$ cat config.mk
export PLATFORM = sky130hd
export DESIGN_NAME = pagerank_vertex_update
export DESIGN_NICKNAME = d
export VERILOG_FILES = /design/src/rtl/prvu_pkg.sv /design/src/rtl/prvu_front.sv /design/src/rtl/prvu_queue.sv /design/src/rtl/prvu_back.sv /design/src/rtl/pagerank_vertex_update.sv
export SDC_FILE = /design/constraint.sdc
export NUM_CORES = 2
export LEC_CHECK = 0
export ABC_AREA = 0
export BUFFER_PORTS_ARGS = -buffer_cell sky130_fd_sc_hd__buf_2
export CAP_MARGIN = 20
export CORE_AREA = 2 2 353 355
export DETAILED_ROUTE_END_ITERATION = 12
export DIE_AREA = 0 0 355 357
export PLACE_DENSITY_LB_ADDON = 0.15
export RECOVER_POWER = 50
export SLEW_MARGIN = 20
export SYNTH_ARGS = -nofsm -noshare
export SYNTH_HDL_FRONTEND = slang
export SYNTH_SLANG_ARGS = --single-unit
$ cat constraint.sdc
create_clock -name clk -period 24.8 [get_ports clk]
set_input_delay 2.48 -clock clk [delete_from_list [all_inputs] [get_ports clk]]
set_output_delay 2.48 -clock clk [all_outputs]
set_load 0.01 [all_outputs]
$ cat src/rtl/prvu_pkg.sv
`default_nettype none

package prvu_pkg;

    // Number format and field widths
    localparam int FRACTION_BITS = 24;
    localparam int RANK_WIDTH    = 32;
    localparam int SUM_WIDTH     = 40;
    localparam int DEGREE_WIDTH  = 24;
    localparam int TELE_WIDTH    = FRACTION_BITS + 1;

    // The blend product is formed from a low and a high slice of the sum
    localparam int SPLIT_WIDTH   = 32;
    localparam int UP_SHIFT      = SPLIT_WIDTH - FRACTION_BITS;
    localparam int PLO_WIDTH     = SPLIT_WIDTH + TELE_WIDTH;
    localparam int PHI_WIDTH     = SUM_WIDTH - SPLIT_WIDTH + TELE_WIDTH;
    localparam int TOTAL_WIDTH   = RANK_WIDTH + 3;

    // Divider step counter
    localparam int DIV_CNT_WIDTH = $clog2(RANK_WIDTH);

    localparam logic [TELE_WIDTH-1:0]  FIXED_ONE     = TELE_WIDTH'(1) << FRACTION_BITS;
    localparam logic [TELE_WIDTH-1:0]  TELEPORT_RST  = TELE_WIDTH'(2516582);
    localparam logic [RANK_WIDTH-1:0]  RANK_MAX      = '1;
    localparam logic [SUM_WIDTH-1:0]   SUM_MAX       = '1;
    localparam logic [PHI_WIDTH-1:0]   PHI_LIMIT     = PHI_WIDTH'(RANK_MAX >> UP_SHIFT);

    localparam int QUEUE_DEPTH   = 2;
    localparam int QPTR_WIDTH    = $clog2(QUEUE_DEPTH);

    // One closed vertex, handed from the accumulator to the update engine
    typedef struct packed {
        logic                     initial_pass;
        logic [RANK_WIDTH-1:0]    previous_rank;
        logic [DEGREE_WIDTH-1:0]  out_degree;
        logic                     sum_overflowed;
        logic [SUM_WIDTH-1:0]     contribution_sum;
    } job_t;

    typedef enum logic [2:0] {
        BK_IDLE,
        BK_MUL,
        BK_ADD,
        BK_DIV,
        BK_OUT
    } back_state_t;

endpackage

`default_nettype wire

$ cat src/rtl/prvu_front.sv
`default_nettype none

module prvu_front (
    input  wire logic                               clk,
    input  wire logic                               rst_n,
    input  wire logic                               in_valid,
    output logic                                    in_ready,
    input  wire logic [prvu_pkg::RANK_WIDTH-1:0]    edge_contribution,
    input  wire logic                               contribution_valid,
    input  wire logic                               last_of_vertex,
    input  wire logic [prvu_pkg::DEGREE_WIDTH-1:0]  out_degree,
    input  wire logic [prvu_pkg::RANK_WIDTH-1:0]    previous_rank,
    input  wire logic                               initial_pass,
    output logic                                    q_push,
    output prvu_pkg::job_t                          q_job,
    input  wire logic                               q_full
);

    logic [prvu_pkg::SUM_WIDTH-1:0] sum_reg, sum_next;
    logic                           ovf_reg, ovf_next;
    logic [prvu_pkg::SUM_WIDTH:0]   sum_wide;
    logic                           accept;

    assign in_ready = !q_full;
    assign accept   = in_valid && in_ready;

    // Saturating accumulate of the running sum
    always_comb
    begin
        sum_wide = {1'b0, sum_reg} + (prvu_pkg::SUM_WIDTH + 1)'(edge_contribution);
        sum_next = sum_reg;
        ovf_next = ovf_reg;
        if (contribution_valid && !initial_pass)
        begin
            if (sum_wide[prvu_pkg::SUM_WIDTH])
            begin
                sum_next = prvu_pkg::SUM_MAX;
                ovf_next = 1'b1;
            end
            else
            begin
                sum_next = sum_wide[prvu_pkg::SUM_WIDTH-1:0];
            end
        end
    end

    // Close the vertex on its last item
    assign q_push                 = accept && last_of_vertex;
    assign q_job.initial_pass     = initial_pass;
    assign q_job.previous_rank    = previous_rank;
    assign q_job.out_degree       = out_degree;
    assign q_job.sum_overflowed   = ovf_next;
    assign q_job.contribution_sum = sum_next;

    // Hold the sum between items, clear it after each vertex
    always_ff @(posedge clk or negedge rst_n)
    begin
        if (!rst_n)
        begin
            sum_reg <= '0;
            ovf_reg <= 1'b0;
        end
        else if (accept)
        begin
            if (last_of_vertex)
            begin
                sum_reg <= '0;
                ovf_reg <= 1'b0;
            end
            else
            begin
                sum_reg <= sum_next;
                ovf_reg <= ovf_next;
            end
        end
    end

endmodule

`default_nettype wire

$ cat src/rtl/prvu_queue.sv
`default_nettype none

module prvu_queue (
    input  wire logic            clk,
    input  wire logic            rst_n,
    input  wire logic            push,
    input  wire prvu_pkg::job_t  push_data,
    output logic                 full,
    input  wire logic            pop,
    output prvu_pkg::job_t       pop_data,
    output logic                 empty
);

    prvu_pkg::job_t                      mem [prvu_pkg::QUEUE_DEPTH];
    logic [prvu_pkg::QPTR_WIDTH-1:0]     wr_ptr_reg, rd_ptr_reg;
    logic [prvu_pkg::QPTR_WIDTH:0]       count_reg;
    logic                                do_push, do_pop;

    assign full     = (count_reg == (prvu_pkg::QPTR_WIDTH + 1)'(prvu_pkg::QUEUE_DEPTH));
    assign empty    = (count_reg == '0);
    assign do_push  = push && !full;
    assign do_pop   = pop && !empty;
    assign pop_data = mem[rd_ptr_reg];

    // Store entries
    always_ff @(posedge clk)
    begin
        if (do_push)
        begin
            mem[wr_ptr_reg] <= push_data;
        end
    end

    // Advance pointers and count
    always_ff @(posedge clk or negedge rst_n)
    begin
        if (!rst_n)
        begin
            wr_ptr_reg <= '0;
            rd_ptr_reg <= '0;
            count_reg  <= '0;
        end
        else
        begin
            if (do_push)
            begin
                wr_ptr_reg <= wr_ptr_reg + 1'b1;
            end
            if (do_pop)
            begin
                rd_ptr_reg <= rd_ptr_reg + 1'b1;
            end
            if (do_push && !do_pop)
            begin
                count_reg <= count_reg + 1'b1;
            end
            else if (do_pop && !do_push)
            begin
                count_reg <= count_reg - 1'b1;
            end
        end
    end

endmodule

`default_nettype wire

$ cat src/rtl/prvu_back.sv
`default_nettype none

module prvu_back (
    input  wire logic                               clk,
    input  wire logic                               rst_n,
    input  wire logic [prvu_pkg::TELE_WIDTH-1:0]    teleport,
    input  wire prvu_pkg::job_t                     q_job,
    input  wire logic                               q_empty,
    output logic                                    q_pop,
    output logic                                    out_valid,
    input  wire logic                               out_ready,
    output logic [prvu_pkg::RANK_WIDTH-1:0]         new_rank,
    output logic [prvu_pkg::RANK_WIDTH-1:0]         edge_share,
    output logic [prvu_pkg::RANK_WIDTH-1:0]         rank_change,
    output logic                                    saturated
);

    prvu_pkg::back_state_t state_reg, state_next;

    prvu_pkg::job_t                            job_reg;
    logic [prvu_pkg::PLO_WIDTH-1:0]            plo_reg;
    logic [prvu_pkg::PHI_WIDTH-1:0]            phi_reg;
    logic [prvu_pkg::RANK_WIDTH-1:0]           rank_reg, change_reg, share_reg;
    logic                                      sat_reg;
    logic [prvu_pkg::RANK_WIDTH-1:0]           quo_reg, quo_next;
    logic [prvu_pkg::DEGREE_WIDTH-1:0]         rem_reg, rem_next;
    logic [prvu_pkg::DIV_CNT_WIDTH-1:0]        cnt_reg;

    logic [prvu_pkg::TELE_WIDTH-1:0]           t_clamped, one_minus_t;
    logic [prvu_pkg::TOTAL_WIDTH-1:0]          total;
    logic                                      hi_ovf, total_ovf;
    logic [prvu_pkg::RANK_WIDTH-1:0]           rank_calc, change_calc;
    logic                                      sat_calc;
    logic [prvu_pkg::DEGREE_WIDTH:0]           trial, trial_diff;
    logic                                      trial_ge, div_last;

    // Teleport above one counts as exactly one
    assign t_clamped   = (teleport > prvu_pkg::FIXED_ONE) ? prvu_pkg::FIXED_ONE : teleport;
    assign one_minus_t = prvu_pkg::FIXED_ONE - t_clamped;

    // Blend: t + (1 - t) * sum, with clamp to the rank range; just t on the initial pass; also the rank change
    always_comb
    begin
        hi_ovf    = (phi_reg > prvu_pkg::PHI_LIMIT);
        total     = (prvu_pkg::TOTAL_WIDTH'(phi_reg) << prvu_pkg::UP_SHIFT)
                  + prvu_pkg::TOTAL_WIDTH'(plo_reg >> prvu_pkg::FRACTION_BITS)
                  + prvu_pkg::TOTAL_WIDTH'(t_clamped);
        total_ovf = (total > prvu_pkg::TOTAL_WIDTH'(prvu_pkg::RANK_MAX));
        if (job_reg.initial_pass)
        begin
            rank_calc = prvu_pkg::RANK_WIDTH'(t_clamped);
            sat_calc  = 1'b0;
        end
        else if (hi_ovf || total_ovf)
        begin
            rank_calc = prvu_pkg::RANK_MAX;
            sat_calc  = 1'b1;
        end
        else
        begin
            rank_calc = total[prvu_pkg::RANK_WIDTH-1:0];
            sat_calc  = job_reg.sum_overflowed;
        end
        if (job_reg.initial_pass)
        begin
            change_calc = '0;
        end
        else if (rank_calc >= job_reg.previous_rank)
        begin
            change_calc = rank_calc - job_reg.previous_rank;
        end
        else
        begin
            change_calc = job_reg.previous_rank - rank_calc;
        end
    end

    // One restoring division step per cycle
    always_comb
    begin
        trial      = {rem_reg, quo_reg[prvu_pkg::RANK_WIDTH-1]};
        trial_diff = trial - {1'b0, job_reg.out_degree};
        trial_ge   = (trial >= {1'b0, job_reg.out_degree});
        rem_next   = trial_ge ? trial_diff[prvu_pkg::DEGREE_WIDTH-1:0]
                              : trial[prvu_pkg::DEGREE_WIDTH-1:0];
        quo_next   = {quo_reg[prvu_pkg::RANK_WIDTH-2:0], trial_ge};
        div_last   = (cnt_reg == prvu_pkg::DIV_CNT_WIDTH'(prvu_pkg::RANK_WIDTH - 1));
    end

    // Next state
    always_comb
    begin
        state_next = state_reg;
        q_pop      = 1'b0;
        unique case (state_reg)
            prvu_pkg::BK_IDLE:
            begin
                if (!q_empty)
                begin
                    q_pop      = 1'b1;
                    state_next = prvu_pkg::BK_MUL;
                end
            end
            prvu_pkg::BK_MUL: state_next = prvu_pkg::BK_ADD;
            prvu_pkg::BK_ADD: state_next = prvu_pkg::BK_DIV;
            prvu_pkg::BK_DIV:
            begin
                if (div_last)
                begin
                    state_next = prvu_pkg::BK_OUT;
                end
            end
            prvu_pkg::BK_OUT:
            begin
                if (out_ready)
                begin
                    state_next = prvu_pkg::BK_IDLE;
                end
            end
            default: state_next = prvu_pkg::BK_IDLE;
        endcase
    end

    always_ff @(posedge clk or negedge rst_n)
    begin
        if (!rst_n)
        begin
            state_reg <= prvu_pkg::BK_IDLE;
        end
        else
        begin
            state_reg <= state_next;
        end
    end

    // Datapath registers
    always_ff @(posedge clk)
    begin
        unique case (state_reg)
            prvu_pkg::BK_IDLE:
            begin
                job_reg <= q_job;
            end
            prvu_pkg::BK_MUL:
            begin
                plo_reg <= prvu_pkg::PLO_WIDTH'(
                               job_reg.contribution_sum[prvu_pkg::SPLIT_WIDTH-1:0])
                           * prvu_pkg::PLO_WIDTH'(one_minus_t);
                phi_reg <= prvu_pkg::PHI_WIDTH'(
                               job_reg.contribution_sum[prvu_pkg::SUM_WIDTH-1:
                                                        prvu_pkg::SPLIT_WIDTH])
                           * prvu_pkg::PHI_WIDTH'(one_minus_t);
            end
            prvu_pkg::BK_ADD:
            begin
                rank_reg   <= rank_calc;
                change_reg <= change_calc;
                sat_reg    <= sat_calc;
                rem_reg    <= '0;
                cnt_reg    <= '0;
                quo_reg    <= job_reg.initial_pass
                              ? prvu_pkg::RANK_WIDTH'(prvu_pkg::FIXED_ONE) : rank_calc;
            end
            prvu_pkg::BK_DIV:
            begin
                rem_reg <= rem_next;
                quo_reg <= quo_next;
                cnt_reg <= cnt_reg + 1'b1;
                if (div_last)
                begin
                    share_reg <= (job_reg.out_degree == '0) ? '0 : quo_next;
                end
            end
            prvu_pkg::BK_OUT:
            begin
                share_reg <= share_reg;
            end
            default:
            begin
                share_reg <= share_reg;
            end
        endcase
    end

    assign out_valid   = (state_reg == prvu_pkg::BK_OUT);
    assign new_rank    = rank_reg;
    assign edge_share  = share_reg;
    assign rank_change = change_reg;
    assign saturated   = sat_reg;

endmodule

`default_nettype wire

$ cat src/rtl/pagerank_vertex_update.sv
// PageRank vertex update, un-normalized, unsigned Q8.24. In-edge contributions
// stream in one request per cycle while the queue is not full and are summed
// in a saturating 40-bit accumulator; the request with tlast closes the vertex
// and queues it (two entries deep) for the update engine, which steps through
// a fetch, the 40x25 blend multiply in two slices, add, clamp and rank change,
// a one-bit-per-step divider for the per-edge share, and an output state that
// presents the result until it is taken. The teleport register resets to about
// 0.15 and must only be written while the block is idle.
`default_nettype none

module pagerank_vertex_update (
    input  wire logic          clk,
    input  wire logic          rst_n,
    input  wire logic          cfg_wr_en,
    input  wire logic [24:0]   cfg_wr_data,    // teleport_probability, Q1.24
    input  wire logic          s_axis_tvalid,
    output logic               s_axis_tready,
    // [31:0] edge_contribution, [55:32] out_degree, [87:56] previous_rank
    input  wire logic [87:0]   s_axis_tdata,
    // [0] contribution_valid, [1] initial_pass
    input  wire logic [1:0]    s_axis_tuser,
    input  wire logic          s_axis_tlast,   // last_of_vertex
    output logic               m_axis_tvalid,
    input  wire logic          m_axis_tready,
    // [31:0] new_rank, [63:32] edge_share, [95:64] rank_change
    output logic [95:0]        m_axis_tdata,
    output logic [0:0]         m_axis_tuser    // [0] saturated
);

    logic [prvu_pkg::TELE_WIDTH-1:0] teleport_reg;
    logic                            q_push, q_full, q_pop, q_empty;
    prvu_pkg::job_t                  q_in, q_out;

    // Teleport probability register
    always_ff @(posedge clk or negedge rst_n)
    begin
        if (!rst_n)
        begin
            teleport_reg <= prvu_pkg::TELEPORT_RST;
        end
        else if (cfg_wr_en)
        begin
            teleport_reg <= cfg_wr_data;
        end
    end

    prvu_front u_front (
        .clk                (clk),
        .rst_n              (rst_n),
        .in_valid           (s_axis_tvalid),
        .in_ready           (s_axis_tready),
        .edge_contribution  (s_axis_tdata[31:0]),
        .contribution_valid (s_axis_tuser[0]),
        .last_of_vertex     (s_axis_tlast),
        .out_degree         (s_axis_tdata[55:32]),
        .previous_rank      (s_axis_tdata[87:56]),
        .initial_pass       (s_axis_tuser[1]),
        .q_push             (q_push),
        .q_job              (q_in),
        .q_full             (q_full)
    );

    prvu_queue u_queue (
        .clk       (clk),
        .rst_n     (rst_n),
        .push      (q_push),
        .push_data (q_in),
        .full      (q_full),
        .pop       (q_pop),
        .pop_data  (q_out),
        .empty     (q_empty)
    );

    prvu_back u_back (
        .clk         (clk),
        .rst_n       (rst_n),
        .teleport    (teleport_reg),
        .q_job       (q_out),
        .q_empty     (q_empty),
        .q_pop       (q_pop),
        .out_valid   (m_axis_tvalid),
        .out_ready   (m_axis_tready),
        .new_rank    (m_axis_tdata[31:0]),
        .edge_share  (m_axis_tdata[63:32]),
        .rank_change (m_axis_tdata[95:64]),
        .saturated   (m_axis_tuser[0])
    );

endmodule

`default_nettype wire

==> metrics <==
status=complete, but fails checks; failing checks=max-capacitance violations, max-slew violations; Worst Path Arrival=12.34 ns; Post-Syn Area=62,200 um^2; drt wl/cell=21.8 um; crit-path max cell delay=1.34 ns; Starting Density=50.6%; Clk Tree Root Cell=clkbuf_16; Top Metal Used=met4; CP Max Fanout=34; max-slew violation count=611; synth-to-layout area growth=8.32%; vias per std cell=5.63; Main synth FF type=edfxtp_1; total of max-cap violations=13; # H-tree levels=3; CTS sink cnt=591; # DRC=0; R2R Setup Slk=12.84 ns; Fmax achieved=0.0836 GHz; first-pass GRT wire length=270,000 um; hold buffers post-CTS=0; hpwl dp=128,000 um; EDFF count, synth=518; Metal-1 WL=73,200 um; final RePlAce weighted congestion=0.910; setup TNS=0 ns; CTS buffer count=71; hold path startpoint=u_front.ovf_reg; post-CTS setup buffers=0; Final Critical Period=11.96 ns; Worst-Skew Late Latency=0.65 ns; vias in the first global route=46,500; CP max stage cell=dfrtp_1; layout net count=7,660; Setup-failing EPs final=0; Net Count, Synth=7,580; dpl ws=13.41 ns; PortBufs=219; remaining antenna violation count=0; total gr overflow=0; met2 wire length=84,700 um; CORE AREA=123,000 um^2; Buf/Inv on CP=4; via count=44,900; largest net degree at the start of global routing=68; clk slew on worst S/H paths=0.06 ns; crit share post-route=48.2%; Worst Setup Slack, final=12.84 ns; fillers=11,100; CP startpoint kind=flip-flop; asr flop ratio synth=12.4%; starting DRC count in detailed routing=3,394; All-Layer GR Usage=27.8%; critical path endpoint category=flip-flop; share of cells above drive strength 1=8.89%; Routed WL=174,000 um; YS warnings=0; Core Rows=129; Die Span X=355 um; Final Hold Viols=0; cell taking the most area after synthesis=fa_1; post-synthesis sequential area ratio=27.9%; max_slew headroom=-160%; Worst Tran Pin Value=3.90 ns; Inst Count DP=7,842; number of flip-flops in the largest register=196; # resized after CTS=0; TritonCTS clock tree=yes; Post-Layout Cell Count=7,977; Worst EP required=25.18 ns; top cells by area, synth=fa_1 27%, edfxtp_1 25%, ha_1 8.3%, inv_1 5.9%, nand2_1 4.5%; HP Class=flip-flop to flip-flop; Synth top area share=27.2%; Die H=357 um; Top Family by Delay on Critical Path=compound AO/OA/AOI/OAI gates; Worst setup startpoint=teleport_reg[24]; Worst Clk Skew=0.0305 ns; clk buf depth=3; Netlist cell types=78; routed wl met3=10,800 um; initial antenna violation count=8; Die ar.=127,000 um^2; io pins=220; FF+latch count, synth=591; WS Path Type=flip-flop to flip-flop; Mapped Avg Cell Area=10.0 um^2; CP most frequent cell=fa_1; r2r startpoint=teleport_reg[24]; DR pass1 iterations=6; RSZ-0062 raised after global routing=no; Mapped Cells=6,199
==> placed cells by master (no fill, tap or decap), types with 35 or more instances in the layout <==
| master | count |
|---|---|
| nor2_1 | 255 |
| nor2b_1 | 61 |
| a21oi_1 | 289 |
| clkbuf_1 | 52 |
| clkbuf_16 | 73 |
| dfrtp_1 | 62 |
| nand3_1 | 52 |
| nand2_1 | 750 |
| nor3_1 | 60 |
| buf_2 | 189 |
| nand4_1 | 51 |
| edfxtp_1 | 518 |
| ha_1 | 414 |
| o21bai_1 | 49 |
| xor2_1 | 65 |
| xnor2_1 | 111 |
| inv_1 | 986 |
| nand2b_1 | 38 |
| a21o_1 | 129 |
| buf_4 | 76 |
| o21ai_0 | 177 |
| and2_1 | 434 |
| a31oi_1 | 35 |
| mux2_2 | 115 |
| fa_1 | 846 |
==> final timing paths <==
| kind | end | cells past startpoint |
|---|---|---|
| worst max register to register | u_back.plo_reg[55] | 30 |
| max in group asynchronous | teleport_reg[12] | 2 |
| min in group asynchronous | u_front.sum_reg[10] | 1 |
| worst min register to register | u_front.ovf_reg | 1 |
| worst max-delay path | u_back.plo_reg[55] | 30 |
| worst min-delay path | u_front.ovf_reg | 1 |
==> per-stage QoR <==
step                utilization (%)  instance area (um^2)  hold slack, ns
floorplan                         -                 62200           0.455
global placement               52.9                 65100           0.464
global route                   54.8                 67400           0.540
detailed placement             52.9                 65100           0.494
finish                         54.8                 67400           0.499
CTS                            54.9                 67500           0.508
==> metal layers <==
layer,global-route usage [%],up-vias
met4,8.62,0
li1,-,20200
met3,3.61,326
met5,0,-
met1,37.2,22800
met2,47.1,1526
==> cell families after synthesis <==
family	Yosys count	share of synthesized area, %
multiplexers	162	2.86
AO/OA/AOI/OAI	911	9.36
flip-flops	591	27.9
AND/OR/NAND/NOR	1807	13.9
adder cells (fa/ha/maj)	1260	35.5
XOR/XNOR	180	2.53
buffers and inverters	1288	7.84
==> layout make-up <==
cell class	count	area [um^2]	area share (%)
antenna	4	10.0	0.0148
clock buffer	84	1870	2.77
multi-input combinational	4320	40200	59.6
sequential	591	17400	25.8
tap	1637	2050	3.04
clock inverter	46	517	0.766
inverter	988	3710	5.50
timing repair buffer	307	1700	2.52
==> cells in the mapped netlist (9+ instances only) <==
cell type and number:
inv_1 986, fa_1 846, nand2_1 751, edfxtp_1 518, and2_1 435, ha_1 414
a21oi_1 293, clkbuf_1 272, nor2_1 267, o21ai_0 178, a21o_1 129, mux2_2 129
xnor2_1 114, xor2_1 66, nor2b_1 64, dfrtp_1 62, nor3_1 61, nand3_1 52
nand4_1 51, o21bai_1 49, nand2b_1 38, a31oi_1 35, mux2i_1 33, o21a_1 29
and3_1 25, a22o_1 24, a211oi_1 22, nor4_1 18, buf_2 17, o31a_1 15
o31ai_1 14, dfstp_2 11, or2_2 10, a21boi_0 9, a221oi_1 9, o22a_1 9
or3_1 9
Power is not shown: default switching activity piles up to over one toggle a cycle in this logic, so the estimate is an artifact.
